==> src/rtl/key_lockout_debouncer_unit_defines.svh <==
// Assertion macros shared by the key lockout debouncer RTL.
`ifndef KEY_LOCKOUT_DEBOUNCER_UNIT_DEFINES_SVH
`define KEY_LOCKOUT_DEBOUNCER_UNIT_DEFINES_SVH

`ifndef SYNTHESIS

// Same-cycle implication, checked on every clock edge outside reset.
`define KLD_ASSERT_SAME(label, clk, rst_n, ante, cons) \
  label: assert property (@(posedge clk) disable iff (!rst_n) (ante) |-> (cons)) \
    else $error("key lockout debouncer: same-cycle check failed");

// Next-cycle implication, checked on every clock edge outside reset.
`define KLD_ASSERT_NEXT(label, clk, rst_n, ante, cons) \
  label: assert property (@(posedge clk) disable iff (!rst_n) (ante) |=> (cons)) \
    else $error("key lockout debouncer: next-cycle check failed");

`else

`define KLD_ASSERT_SAME(label, clk, rst_n, ante, cons)
`define KLD_ASSERT_NEXT(label, clk, rst_n, ante, cons)

`endif

`endif

==> src/rtl/kld_pkg.sv <==
// Types and constants shared by the key lockout debouncer modules.
`default_nettype none

package kld_pkg;

  // Fixed widths of the ports.
  localparam int unsigned KEY_PORT_W = 5;
  localparam int unsigned CFG_W      = 8;

  // Lockout length after reset.
  localparam logic [CFG_W-1:0] DEBOUNCE_RESET = 8'd5;

  // What one lane reports to the merging stage for the current beat.
  typedef struct packed {
    logic toggled;
    logic mismatch;
  } lane_stat_t;

endpackage

`default_nettype wire

==> src/rtl/kld_lane.sv <==
// One key lane: reported state, lockout flag and saturating elapsed counter.
`default_nettype none

module kld_lane #(
  parameter int unsigned COUNT_WIDTH = 8
) (
  input  wire logic                       clk,
  input  wire logic                       rst_n,
  input  wire logic                       advance,
  input  wire logic                       level,
  input  wire logic [kld_pkg::CFG_W-1:0]  debounce_ticks,
  output logic                            key_state,
  output kld_pkg::lane_stat_t             stat
);
  import kld_pkg::*;

  localparam int unsigned CMP_W = (COUNT_WIDTH > CFG_W) ? COUNT_WIDTH : CFG_W;
  localparam logic [COUNT_WIDTH-1:0] COUNT_MAX = {COUNT_WIDTH{1'b1}};

  logic                   state_r, state_nxt;
  logic                   lock_r, lock_nxt;
  logic [COUNT_WIDTH-1:0] cnt_r, cnt_nxt;
  logic [COUNT_WIDTH-1:0] cnt_inc;
  logic                   expired;
  logic                   lock_after;
  logic                   toggle;

  always_comb begin
    cnt_inc    = (cnt_r != COUNT_MAX) ? cnt_r + COUNT_WIDTH'(1) : cnt_r;
    // A saturated counter counts as expired whatever the threshold.
    expired    = lock_r && ((CMP_W'(cnt_inc) > CMP_W'(debounce_ticks)) ||
                            (cnt_inc == COUNT_MAX));
    lock_after = lock_r && !expired;
    toggle     = !lock_after && (level != state_r);

    state_nxt  = state_r ^ toggle;
    lock_nxt   = toggle | lock_after;
    if (toggle) begin
      cnt_nxt = '0;
    end else if (lock_r) begin
      cnt_nxt = cnt_inc;
    end else begin
      cnt_nxt = cnt_r;
    end
  end

  always_ff @(posedge clk) begin
    if (!rst_n) begin
      state_r <= 1'b0;
      lock_r  <= 1'b0;
      cnt_r   <= '0;
    end else if (advance) begin
      state_r <= state_nxt;
      lock_r  <= lock_nxt;
      cnt_r   <= cnt_nxt;
    end
  end

  assign key_state     = state_nxt;
  assign stat.toggled  = toggle;
  assign stat.mismatch = expired && toggle;

endmodule

`default_nettype wire

==> src/rtl/kld_merge.sv <==
// Merging stage: folds the lane flags and maps lane states onto the port.
`default_nettype none

module kld_merge #(
  parameter int unsigned NUM_KEYS = 5
) (
  input  wire logic [NUM_KEYS-1:0]              lane_state,
  input  wire kld_pkg::lane_stat_t              lane_stat [NUM_KEYS],
  output logic [kld_pkg::KEY_PORT_W-1:0]        key_state,
  output logic                                  state_changed,
  output logic                                  release_mismatch
);
  import kld_pkg::*;

  logic [NUM_KEYS-1:0] toggled_v;
  logic [NUM_KEYS-1:0] mismatch_v;

  for (genvar i = 0; i < NUM_KEYS; i++) begin : g_flags
    assign toggled_v[i]  = lane_stat[i].toggled;
    assign mismatch_v[i] = lane_stat[i].mismatch;
  end

  assign state_changed    = |toggled_v;
  assign release_mismatch = |mismatch_v;

  // Keys with no lane read as released.
  for (genvar j = 0; j < KEY_PORT_W; j++) begin : g_map
    if (j < NUM_KEYS) begin : g_key
      assign key_state[j] = lane_state[j];
    end else begin : g_none
      assign key_state[j] = 1'b0;
    end
  end

endmodule

`default_nettype wire

==> src/rtl/key_lockout_debouncer_unit.sv <==
// Top level of the key lockout debouncer: lanes, merging stage and result register.
`default_nettype none

`include "key_lockout_debouncer_unit_defines.svh"

// Edge-triggered lockout key debouncer. Each input beat is one debounce tick
// carrying the pressed level of every key (1 = pressed). A key that is not
// locked and whose level differs from its reported state toggles at once and
// locks; it stays locked until its saturating counter passes debounce_ticks
// (or saturates), and if the level still differs at that point it toggles
// again, relocks and raises release_mismatch for that beat. Each key has its
// own lane; the lanes run side by side and a merging stage ORs their flags.
// Rate: one beat per clock cycle while the result channel is not stalled. A beat
// is taken whenever the result register is empty or being drained, its lane
// state is updated at that edge, and its result appears in the result register
// on the next cycle. The per-key counter compare sets the path.
// debounce_ticks resets to 5 and is written through the cfg_ channel, which
// is always ready; write it only while no beat is in flight.

module key_lockout_debouncer_unit #(
  parameter int unsigned NUM_KEYS    = 5,
  parameter int unsigned COUNT_WIDTH = 8
) (
  input  wire logic                          clk,
  input  wire logic                          rst_n,
  // input tick channel
  input  wire logic                          in_valid,
  output logic                               in_ready,
  input  wire logic [kld_pkg::KEY_PORT_W-1:0] in_pressed_levels,
  // result channel
  output logic                               out_valid,
  input  wire logic                          out_ready,
  output logic [kld_pkg::KEY_PORT_W-1:0]     out_key_state,
  output logic                               out_state_changed,
  output logic                               out_release_mismatch,
  // configuration write channel
  input  wire logic                          cfg_valid,
  output logic                               cfg_ready,
  input  wire logic [kld_pkg::CFG_W-1:0]     cfg_data
);
  import kld_pkg::*;

  logic [CFG_W-1:0]      debounce_r;
  logic                  accept;
  logic [NUM_KEYS-1:0]   lane_level;
  logic [NUM_KEYS-1:0]   lane_state;
  lane_stat_t            lane_stat [NUM_KEYS];

  logic [KEY_PORT_W-1:0] merged_state;
  logic                  merged_changed;
  logic                  merged_mismatch;

  logic                  out_valid_r, out_valid_nxt;
  logic [KEY_PORT_W-1:0] out_key_state_r;
  logic                  out_changed_r;
  logic                  out_mismatch_r;

  // Configuration: take every write beat.
  assign cfg_ready = 1'b1;

  always_ff @(posedge clk) begin
    if (!rst_n) begin
      debounce_r <= DEBOUNCE_RESET;
    end else if (cfg_valid) begin
      debounce_r <= cfg_data;
    end
  end

  // Take a new beat whenever the result register is free or draining.
  assign in_ready = !out_valid_r || out_ready;
  assign accept   = in_valid && in_ready;

  // Feed each lane its level; lanes past the port width see a released key.
  for (genvar i = 0; i < NUM_KEYS; i++) begin : g_lane
    if (i < KEY_PORT_W) begin : g_pin
      assign lane_level[i] = in_pressed_levels[i];
    end else begin : g_nopin
      assign lane_level[i] = 1'b0;
    end

    kld_lane #(
      .COUNT_WIDTH(COUNT_WIDTH)
    ) u_lane (
      .clk           (clk),
      .rst_n         (rst_n),
      .advance       (accept),
      .level         (lane_level[i]),
      .debounce_ticks(debounce_r),
      .key_state     (lane_state[i]),
      .stat          (lane_stat[i])
    );
  end

  kld_merge #(
    .NUM_KEYS(NUM_KEYS)
  ) u_merge (
    .lane_state      (lane_state),
    .lane_stat       (lane_stat),
    .key_state       (merged_state),
    .state_changed   (merged_changed),
    .release_mismatch(merged_mismatch)
  );

  // Result register: load on accept, drop once the beat is taken.
  always_comb begin
    if (accept) begin
      out_valid_nxt = 1'b1;
    end else if (out_ready) begin
      out_valid_nxt = 1'b0;
    end else begin
      out_valid_nxt = out_valid_r;
    end
  end

  always_ff @(posedge clk) begin
    if (!rst_n) begin
      out_valid_r <= 1'b0;
    end else begin
      out_valid_r <= out_valid_nxt;
    end
  end

  always_ff @(posedge clk) begin
    if (accept) begin
      out_key_state_r <= merged_state;
      out_changed_r   <= merged_changed;
      out_mismatch_r  <= merged_mismatch;
    end
  end

  assign out_valid            = out_valid_r;
  assign out_key_state        = out_key_state_r;
  assign out_state_changed    = out_changed_r;
  assign out_release_mismatch = out_mismatch_r;

  // A release mismatch is always a toggle as well.
  `KLD_ASSERT_SAME(a_mismatch_toggles, clk, rst_n, out_valid_r && out_mismatch_r, out_changed_r)
  // An accepted beat always shows up as a result on the next cycle.
  `KLD_ASSERT_NEXT(a_accept_gives_result, clk, rst_n, accept, out_valid_r)
  // An empty result register never stalls the input side.
  `KLD_ASSERT_SAME(a_empty_takes_input, clk, rst_n, !out_valid_r, in_ready)
  // A stalled result beat stays valid and unchanged.
  `KLD_ASSERT_NEXT(a_stall_holds_result, clk, rst_n, out_valid_r && !out_ready, out_valid_r && $stable({out_key_state_r, out_changed_r, out_mismatch_r}))

endmodule

`default_nettype wire

==> config.mk <==
export PLATFORM = sky130hd
export DESIGN_NAME = key_lockout_debouncer_unit
export DESIGN_NICKNAME = d
export VERILOG_FILES = /design/src/rtl/kld_pkg.sv /design/src/rtl/kld_lane.sv /design/src/rtl/kld_merge.sv /design/src/rtl/key_lockout_debouncer_unit.sv
export VERILOG_INCLUDE_DIRS = /design/src /design/src/rtl
export SDC_FILE = /design/constraint.sdc
export NUM_CORES = 1
export LEC_CHECK = 0
export BUFFER_PORTS_ARGS = -buffer_cell sky130_fd_sc_hd__buf_2
export CORE_ASPECT_RATIO = 1.5
export CORE_MARGIN = 2
export CORE_UTILIZATION = 60
export CTS_CLUSTER_SIZE = 8
export DETAILED_ROUTE_END_ITERATION = 10
export PLACE_DENSITY = 0.79
export SYNTH_ARGS = -nofsm -noshare
export SYNTH_HDL_FRONTEND = slang
export SYNTH_SLANG_ARGS = --single-unit
==> constraint.sdc <==
create_clock -name clk -period 4.94 [get_ports clk]
set_input_delay 0.988 -clock clk [delete_from_list [all_inputs] [get_ports clk]]
set_output_delay 0.988 -clock clk [all_outputs]
set_load 0.01 [all_outputs]
==> flow_summary_export.csv, run 1 <==
group,metric,value,unit
global_route,grt_usage,0.2741,
worst_setup_path,reg2reg_setup_slack,1.38,ns
min_path,hold_path_depth,2,
clock_tree,insertion_delay,0.33,ns
drt,first_pass_iters,5,
status,status,"completed",
clock_tree,ctsHoldBuffers,0,
power_and_ir_drop,pwr_density_cell,248.7,nW/um^2
final_layout,post-route-util,0.6504,
final_layout,layout.nets,685,
floorplanning,die_x,78.92,um
drt,wl_per_cell,16.52,um
worst_setup_path,r2r_end,"g_lane[0].u_lane.cnt_r[5]$_SDFFE_PN0P_",
worst_setup_path,worstPathArrival,3.81,ns
floorplanning,dieArea,9184,sq um
global_route,grt_max_degree,54,
timing,skew,0.003526,ns
timing,slew_viol_final,0,
floorplanning,rows,41,
synth,ys_types,75,
clock_tree,ctsHtreeMaxLevel,3,
power_and_ir_drop,p_leak,2.078,nW
run,cap_violations,0,
placement,io_buffer_count,26,
floorplanning,start_util,0.6078,
final_layout,drive_above_1_share,0.1148,
min_path,hold_start,"g_lane[3].u_lane.cnt_r[4]$_SDFFE_PN0P_",
final_layout,fillers,713,
floorplanning,coreArea,8310,sq um
timing,hold_viol_final,0,
drt,vias,4591,
floorplanning,die_h,116.4,um
worst_setup_path,endpoint_kind,"flip-flop",
synth,avgSynthCellArea,8.160,sq um
global_route,grt_pass1_vias,4356,
clock_tree,numClockSinks,66,
placement,finalWeightedCongestion,0.9184,
timing,setup_viol,0,
drt,via_per_inst,6.255,
timing,fin_crit_sh,0.7206,
clock_tree,cts_resized,0,
timing,setup_tns,0,ns
synth,ys_seq_area_frac,0.2755,
worst_setup_path,r2r_cells,12,
synth,async_flop_share,0,
clock_tree,post_cts_buffers,0,
synth,postSynthCellCount,619,
drt,ant_nets,0,
placement,dpl.hpwl,8.875,mm
final_layout,antenna_cells,0,
worst_setup_path,r2r_start,"g_lane[0].u_lane.cnt_r[0]$_SDFFE_PN0P_",
synth,syn_nets,682,
timing,fmax,0.2809,GHz
worst_setup_path,startpoint_type,"flip-flop",
worst_setup_path,crit_type,"reg2reg",
timing,period_minus_slack,3.560,ns
timing,slew_headroom,0.3620,
worst_setup_path,path_max_fanout,11,
worst_setup_path,required,5.19,ns
floorplanning,io_pins,28,
synth,ys.flop_type,"dfxtp_1",
worst_setup_path,cpPeakStageDelay,0.54,ns
clock_tree,clk_path_buf_depth,2,
clock_tree,numCtsBuffers,9,
drt,route.detailed.drc,0,
drt,drtIter0Drc,208,
global_route,antenna_found_initial,0,
synth,ys.warnings.count,0,
clock_tree,clockRootBuffer,"clkbuf_16",
min_path,hold_end,"g_lane[3].u_lane.cnt_r[4]$_SDFFE_PN0P_",
min_path,hold_path_class,"reg2reg",
final_layout,syn2layout_area_growth,7.010,%
timing,rsz0062_at_grt,"false",
power_and_ir_drop,ir_drop,0.1898,mV
global_route,grt_pass1_wl,19.89,mm
drt,wirelength,12.13,mm
clock_tree,clk_pin_slew,0.05,ns
synth,syn_area,5051,sq um
global_route,overflow,0,
clock_tree,cts_tree,"done",
synth,synth_edf_count,7,
worst_setup_path,crit_slowest_cell,"dfxtp_1",
timing,worst_pin_slew,0.9507,ns
worst_setup_path,crit_chain,"ha_1 -> nand3_1 -> nor2_4 -> mux2_2 -> ha_1 -> nor2b_1 -> o211ai_1 -> a21oi_1 -> a211oi_2 -> o21bai_2 -> or3_1 -> o211ai_1",
synth,ys_ff_latch,66,
==> per-layer routing <==
metal  track usage  vias up  share of wire  wire (um)
met1        0.3051     2173           0.42       5075
li1              -     2284              -          -
met3       0.04328       30          0.041        501
met2        0.5088      104           0.51       6198
met4        0.1276        0          0.029        353
met5             0        -              0          0
==> synth_stat cells, drive strengths merged (4+ instances only) <==
cell type | n | share of area
edfxtp | 7 | 0.042
a21oi | 34 | 0.034
a21boi | 26 | 0.041
and3 | 7 | 0.0087
nand2 | 75 | 0.056
a31oi | 14 | 0.017
nor2 | 39 | 0.032
xor2 | 7 | 0.012
nand4 | 17 | 0.022
o211ai | 7 | 0.010
ha | 45 | 0.11
a22o | 11 | 0.019
clkbuf | 19 | 0.015
xnor2 | 10 | 0.017
dfxtp | 59 | 0.23
nor3 | 9 | 0.0099
inv | 18 | 0.013
nand2b | 7 | 0.0087
mux2 | 13 | 0.030
nor2b | 17 | 0.021
o31ai | 6 | 0.0089
nand3b | 4 | 0.0059
buf | 15 | 0.017
mux2i | 16 | 0.032
o21ai | 34 | 0.037
and2 | 10 | 0.012
o21a | 5 | 0.0074
nand3 | 41 | 0.042
==> worst max-delay path, delay by kind of cell, from the launching register on <==
kind	cells	cell delay, ns
simple gates	4	0.85
fa+ha+maj	2	0.73
compound gates	5	0.98
mux	1	0.37
flops	1	0.54
==> cell usage in the layout, fill, tap and decap left out, types with 4 or more instances in the layout <==
cell type and n:
nand2_1 75, dfxtp_1 59, ha_1 45, nand3_1 40
nor2_1 35, a21oi_1 34, o21ai_0 26, buf_2 26
inv_1 18, nor2b_1 17, nand4_1 16, mux2i_1 16
a21boi_1 16, a31oi_1 14, a22o_1 11, and2_1 10
mux2_2 10, xnor2_1 10, a21boi_0 9, clkbuf_16 9
nor3_1 8, and3_1 7, nand2b_1 7, o211ai_1 7
xor2_1 7, edfxtp_1 7, o21ai_1 6, o31ai_1 6
o21a_1 5, nand3b_1 4
==> logic make-up after synthesis <==
group / synth area share
simple gates: 0.2512
compound gates: 0.2244
flops: 0.2755
buf+inv: 0.04583
fa+ha+maj: 0.1115
mux: 0.06143
xor+xnor: 0.02948
other cells: 0.0007424
==> report_power, final <==
part | leakage (nW) | internal (mW) | switching, mW | total, mW
Sequential | 0.546 | 0.563 | 0.0214 | 0.585
Clock | 0.126 | 0.332 | 0.225 | 0.558
Combinational | 1.41 | 0.0781 | 0.124 | 0.202
==> worst max-delay path by stage <==
| stage | startpoint | endpoint | depth (start not counted) |
|---|---|---|---|
| after floorplan | g_lane[2].u_lane.cnt_r[1]$_SDFFE_PN0P_ | out_key_state[2]$_DFFE_PP_ | 11 |
| after global placement | out_ready | g_lane[2].u_lane.cnt_r[0]$_SDFFE_PN0P_ | 8 |
| after detailed placement | out_ready | g_lane[2].u_lane.cnt_r[0]$_SDFFE_PN0P_ | 8 |
| after CTS | g_lane[2].u_lane.cnt_r[0]$_SDFFE_PN0P_ | g_lane[2].u_lane.cnt_r[3]$_SDFFE_PN0P_ | 12 |
| after global routing | g_lane[0].u_lane.cnt_r[0]$_SDFFE_PN0P_ | out_release_mismatch$_DFFE_PP_ | 14 |
| final | g_lane[0].u_lane.cnt_r[0]$_SDFFE_PN0P_ | g_lane[0].u_lane.cnt_r[5]$_SDFFE_PN0P_ | 12 |
==> state kept, by name, indices dropped and copies added (netlist names) <==
| register | cells |
|---|---|
| debounce_r | 8 |
| g_lane.u_lane.cnt_r | 40 |
| g_lane.u_lane.lock_r | 5 |
| g_lane.u_lane.state_r | 5 |
| out_key_state | 5 |
| out_release_mismatch | 1 |
| out_state_changed | 1 |
| out_valid | 1 |
==> through the flow <==
step	hold WS, ns	setup slack (ns)	instance area, sq um	power [mW]	instances
after global placement	0.4728	1.452	5151	0.7831	718
final	0.4951	1.380	5405	1.344	734
after CTS	0.4943	1.444	5405	1.349	734
after detailed placement	0.4865	1.328	5151	0.7936	718
after global routing	0.5252	1.141	5405	1.396	734
after floorplan	0.4607	1.855	5051	0.7372	619
==> layout make-up <==
cell class / instances / area (sq um) / share of cell area
clock buffers: 11 / 232.7 / 0.04306
clock inverters: 5 / 21.27 / 0.003935
inverters: 18 / 67.56 / 0.01250
multi-input cells: 501 / 3428 / 0.6343
flip-flops and latches: 66 / 1391 / 0.2574
well taps: 107 / 133.9 / 0.02477
repair buffers: 26 / 130.1 / 0.02407
(Power assumes the default switching activity.)
==> run 2, diff against run 1 <==
Clock period 4.94 ns to 3.57 ns, I/O delays scaled along.
==> run 2 against run 1 <==
  * Flip-flop and latch count unchanged
  * Clock skew up 0.0053 ns
  * Sequential share of layout area down 0.48 points
  * Critical endpoint is now g_lane[2].u_lane.cnt_r[3]$_SDFFE_PN0P_
  * Largest power group unchanged
==> flow_summary_export.csv, run 2 (synthesis results as in run 1) <==
group,metric,value,unit
status,status,"completed",
floorplanning,die_x,78.92,um
worst_setup_path,cpPeakStageDelay,0.45,ns
clock_tree,ctsHtreeMaxLevel,3,
worst_setup_path,r2r_cells,12,
global_route,overflow,0,
floorplanning,die_h,116.4,um
min_path,hold_path_class,"reg2reg",
worst_setup_path,worstPathArrival,3.62,ns
power_and_ir_drop,seqPwrFrac,0.427,
floorplanning,dieArea,9184,sq um
drt,route.detailed.drc,0,
final_layout,largest-register,"g_lane.u_lane.cnt_r",
global_route,grt_pass1_wl,20.82,mm
placement,finalWeightedCongestion,0.9513,
timing,slew_viol_final,0,
worst_setup_path,startpoint_type,"flip-flop",
placement,dp_cells,730,
timing,period_minus_slack,3.389,ns
power_and_ir_drop,comb_power_share,0.155,
final_layout,top_regs,"g_lane.u_lane.cnt_r x40, debounce_r x8",
drt,wirelength,12.81,mm
clock_tree,post_cts_buffers,0,
worst_setup_path,cpMostUsedCell,"ha_1",
power_and_ir_drop,clkPwrFrac,0.418,
clock_tree,numClockSinks,66,
final_layout,final_common_cell,"nand2_1",
worst_setup_path,crit_slowest_cell,"dfxtp_1",
worst_setup_path,worst-path-buf-inv,0,
timing,hold_viol_final,0,
clock_tree,clk_path_buf_depth,2,
worst_setup_path,path_delay_family,"simple AND/OR/NAND/NOR gates",
clock_tree,cts_tree,"done",
timing,fmax,0.2951,GHz
worst_setup_path,required,3.80,ns
run,cap_violations,0,
worst_setup_path,endpoint_kind,"flip-flop",
min_path,hold_end,"g_lane[3].u_lane.cnt_r[4]$_SDFFE_PN0P_",
drt,drtIter0Drc,275,
drt,via_per_inst,6.323,
timing,skew,0.008820,ns
power_and_ir_drop,internal-power,1.361,mW
drt,vias,4717,
floorplanning,start_util,0.6078,
clock_tree,clockRootBuffer,"clkbuf_16",
global_route,grt_pass1_vias,4475,
worst_setup_path,crit_type,"reg2reg",
floorplanning,coreArea,8310,sq um
timing,worst_pin_slew,0.7012,ns
power_and_ir_drop,pwr_density_cell,343.1,nW/um^2
final_layout,layout_common_cells,"nand2_1 (75), dfxtp_1 (58), ha_1 (45)",
worst_setup_path,crit_chain,"ha_1 -> nand2_1 -> nor3_4 -> mux2_2 -> ha_1 -> nor2b_1 -> o211ai_1 -> a211o_1 -> and3_1 -> a21boi_4 -> nor2_1 -> o221a_2",
global_route,grt_max_degree,30,
timing,fin_crit_sh,0.9493,
final_layout,fillers,723,
final_layout,drive_above_1_share,0.1362,
clock_tree,clk_pin_slew,0.06,ns
final_layout,fin_cells,746,
placement,dpl.hpwl,9.163,mm
worst_setup_path,r2r_start,"g_lane[2].u_lane.cnt_r[1]$_SDFFE_PN0P_",
clock_tree,cts_resized,0,
timing,slew_headroom,0.5294,
min_path,hold_start,"g_lane[3].u_lane.cnt_r[4]$_SDFFE_PN0P_",
power_and_ir_drop,ir_drop,0.2423,mV
timing,setup_tns,0,ns
floorplanning,rows,41,
final_layout,layout.nets,697,
power_and_ir_drop,p_sw,0.5307,mW
drt,wl_per_cell,17.17,um
min_path,hold_path_depth,2,
placement,io_buffer_count,26,
global_route,antenna_found_initial,0,
worst_setup_path,r2r_end,"g_lane[2].u_lane.cnt_r[3]$_SDFFE_PN0P_",
worst_setup_path,path_max_fanout,9,
drt,ant_nets,0,
timing,rsz0062_at_grt,"false",
floorplanning,io_pins,28,
global_route,grt_usage,0.2857,
final_layout,syn2layout_area_growth,9.141,%
clock_tree,insertion_delay,0.34,ns
power_and_ir_drop,swShare,0.2805,
power_and_ir_drop,p_leak,2.148,nW
worst_setup_path,reg2reg_setup_slack,0.18,ns
clock_tree,numCtsBuffers,9,
drt,first_pass_iters,5,
final_layout,largest_register_ffs,40,
final_layout,antenna_cells,0,
timing,setup_viol,0,
clock_tree,ctsHoldBuffers,0,
run 2: power groups by stage:
stage                     logic, mW  registers [mW]  clock network, mW
final                         0.294           0.807              0.791
after global routing          0.322           0.810              0.834
after floorplan               0.206           0.814                  0
after detailed placement      0.287           0.822                  0
after global placement        0.273           0.820                  0
after CTS                     0.290           0.806              0.797
run 2: worst max path at each step:
| stage | start | endpoint | slack [ns] | cells after the start |
|---|---|---|---|---|
| after floorplan | g_lane[2].u_lane.cnt_r[1]$_SDFFE_PN0P_ | out_key_state[2]$_DFFE_PP_ | 0.48 | 11 |
| after global placement | g_lane[2].u_lane.cnt_r[0]$_SDFFE_PN0P_ | g_lane[2].u_lane.cnt_r[3]$_SDFFE_PN0P_ | 0.32 | 12 |
| after detailed placement | g_lane[2].u_lane.cnt_r[0]$_SDFFE_PN0P_ | g_lane[2].u_lane.cnt_r[3]$_SDFFE_PN0P_ | 0.14 | 12 |
| after CTS | g_lane[2].u_lane.cnt_r[0]$_SDFFE_PN0P_ | g_lane[2].u_lane.cnt_r[3]$_SDFFE_PN0P_ | 0.1 | 12 |
| after global routing | g_lane[2].u_lane.cnt_r[1]$_SDFFE_PN0P_ | g_lane[2].u_lane.cnt_r[3]$_SDFFE_PN0P_ | 0.03 | 12 |
| final | g_lane[2].u_lane.cnt_r[1]$_SDFFE_PN0P_ | g_lane[2].u_lane.cnt_r[3]$_SDFFE_PN0P_ | 0.18 | 12 |
run 2: per-layer routing:
metal  GRT usage  part of all wire  vias up
li1            -                 -     2292
met1      0.3207              0.41     2255
met2      0.5368              0.52      139
met3     0.04096             0.039       31
met4      0.1195             0.027        0
met5           0                 0        -
run 2: worst min-delay path, delay by kind of cell (launching register included):
kind               cells  cell delay, ns
AOI/OAI and AO/OA      1            0.05
DFF                    1            0.34
and+or+nand+nor        1            0.06
run 2: cell type report:
class | instances | area (sq um) | area share
well taps | 107 | 133.9 | 0.02428
repair buffers | 38 | 220.2 | 0.03995
clock buffers | 11 | 232.7 | 0.04222
clock inverters | 5 | 31.28 | 0.005674
flip-flops and latches | 66 | 1393 | 0.2526
multi-input cells | 501 | 3435 | 0.6230
inverters | 18 | 67.56 | 0.01226
run 2: through the flow:
stage                 util  area (sq um)  hold slack (ns)  power, mW  setup slack (ns)
finish              0.6634          5513           0.4952      1.892            0.1810
detailed placement  0.6307          5241           0.4866      1.108            0.1447
floorplan                -          5051           0.4607      1.020            0.4848
global route        0.6634          5513           0.5106      1.966           0.03100
global placement    0.6307          5241           0.4730      1.093            0.3192
CTS                 0.6625          5505           0.4948      1.894           0.09611
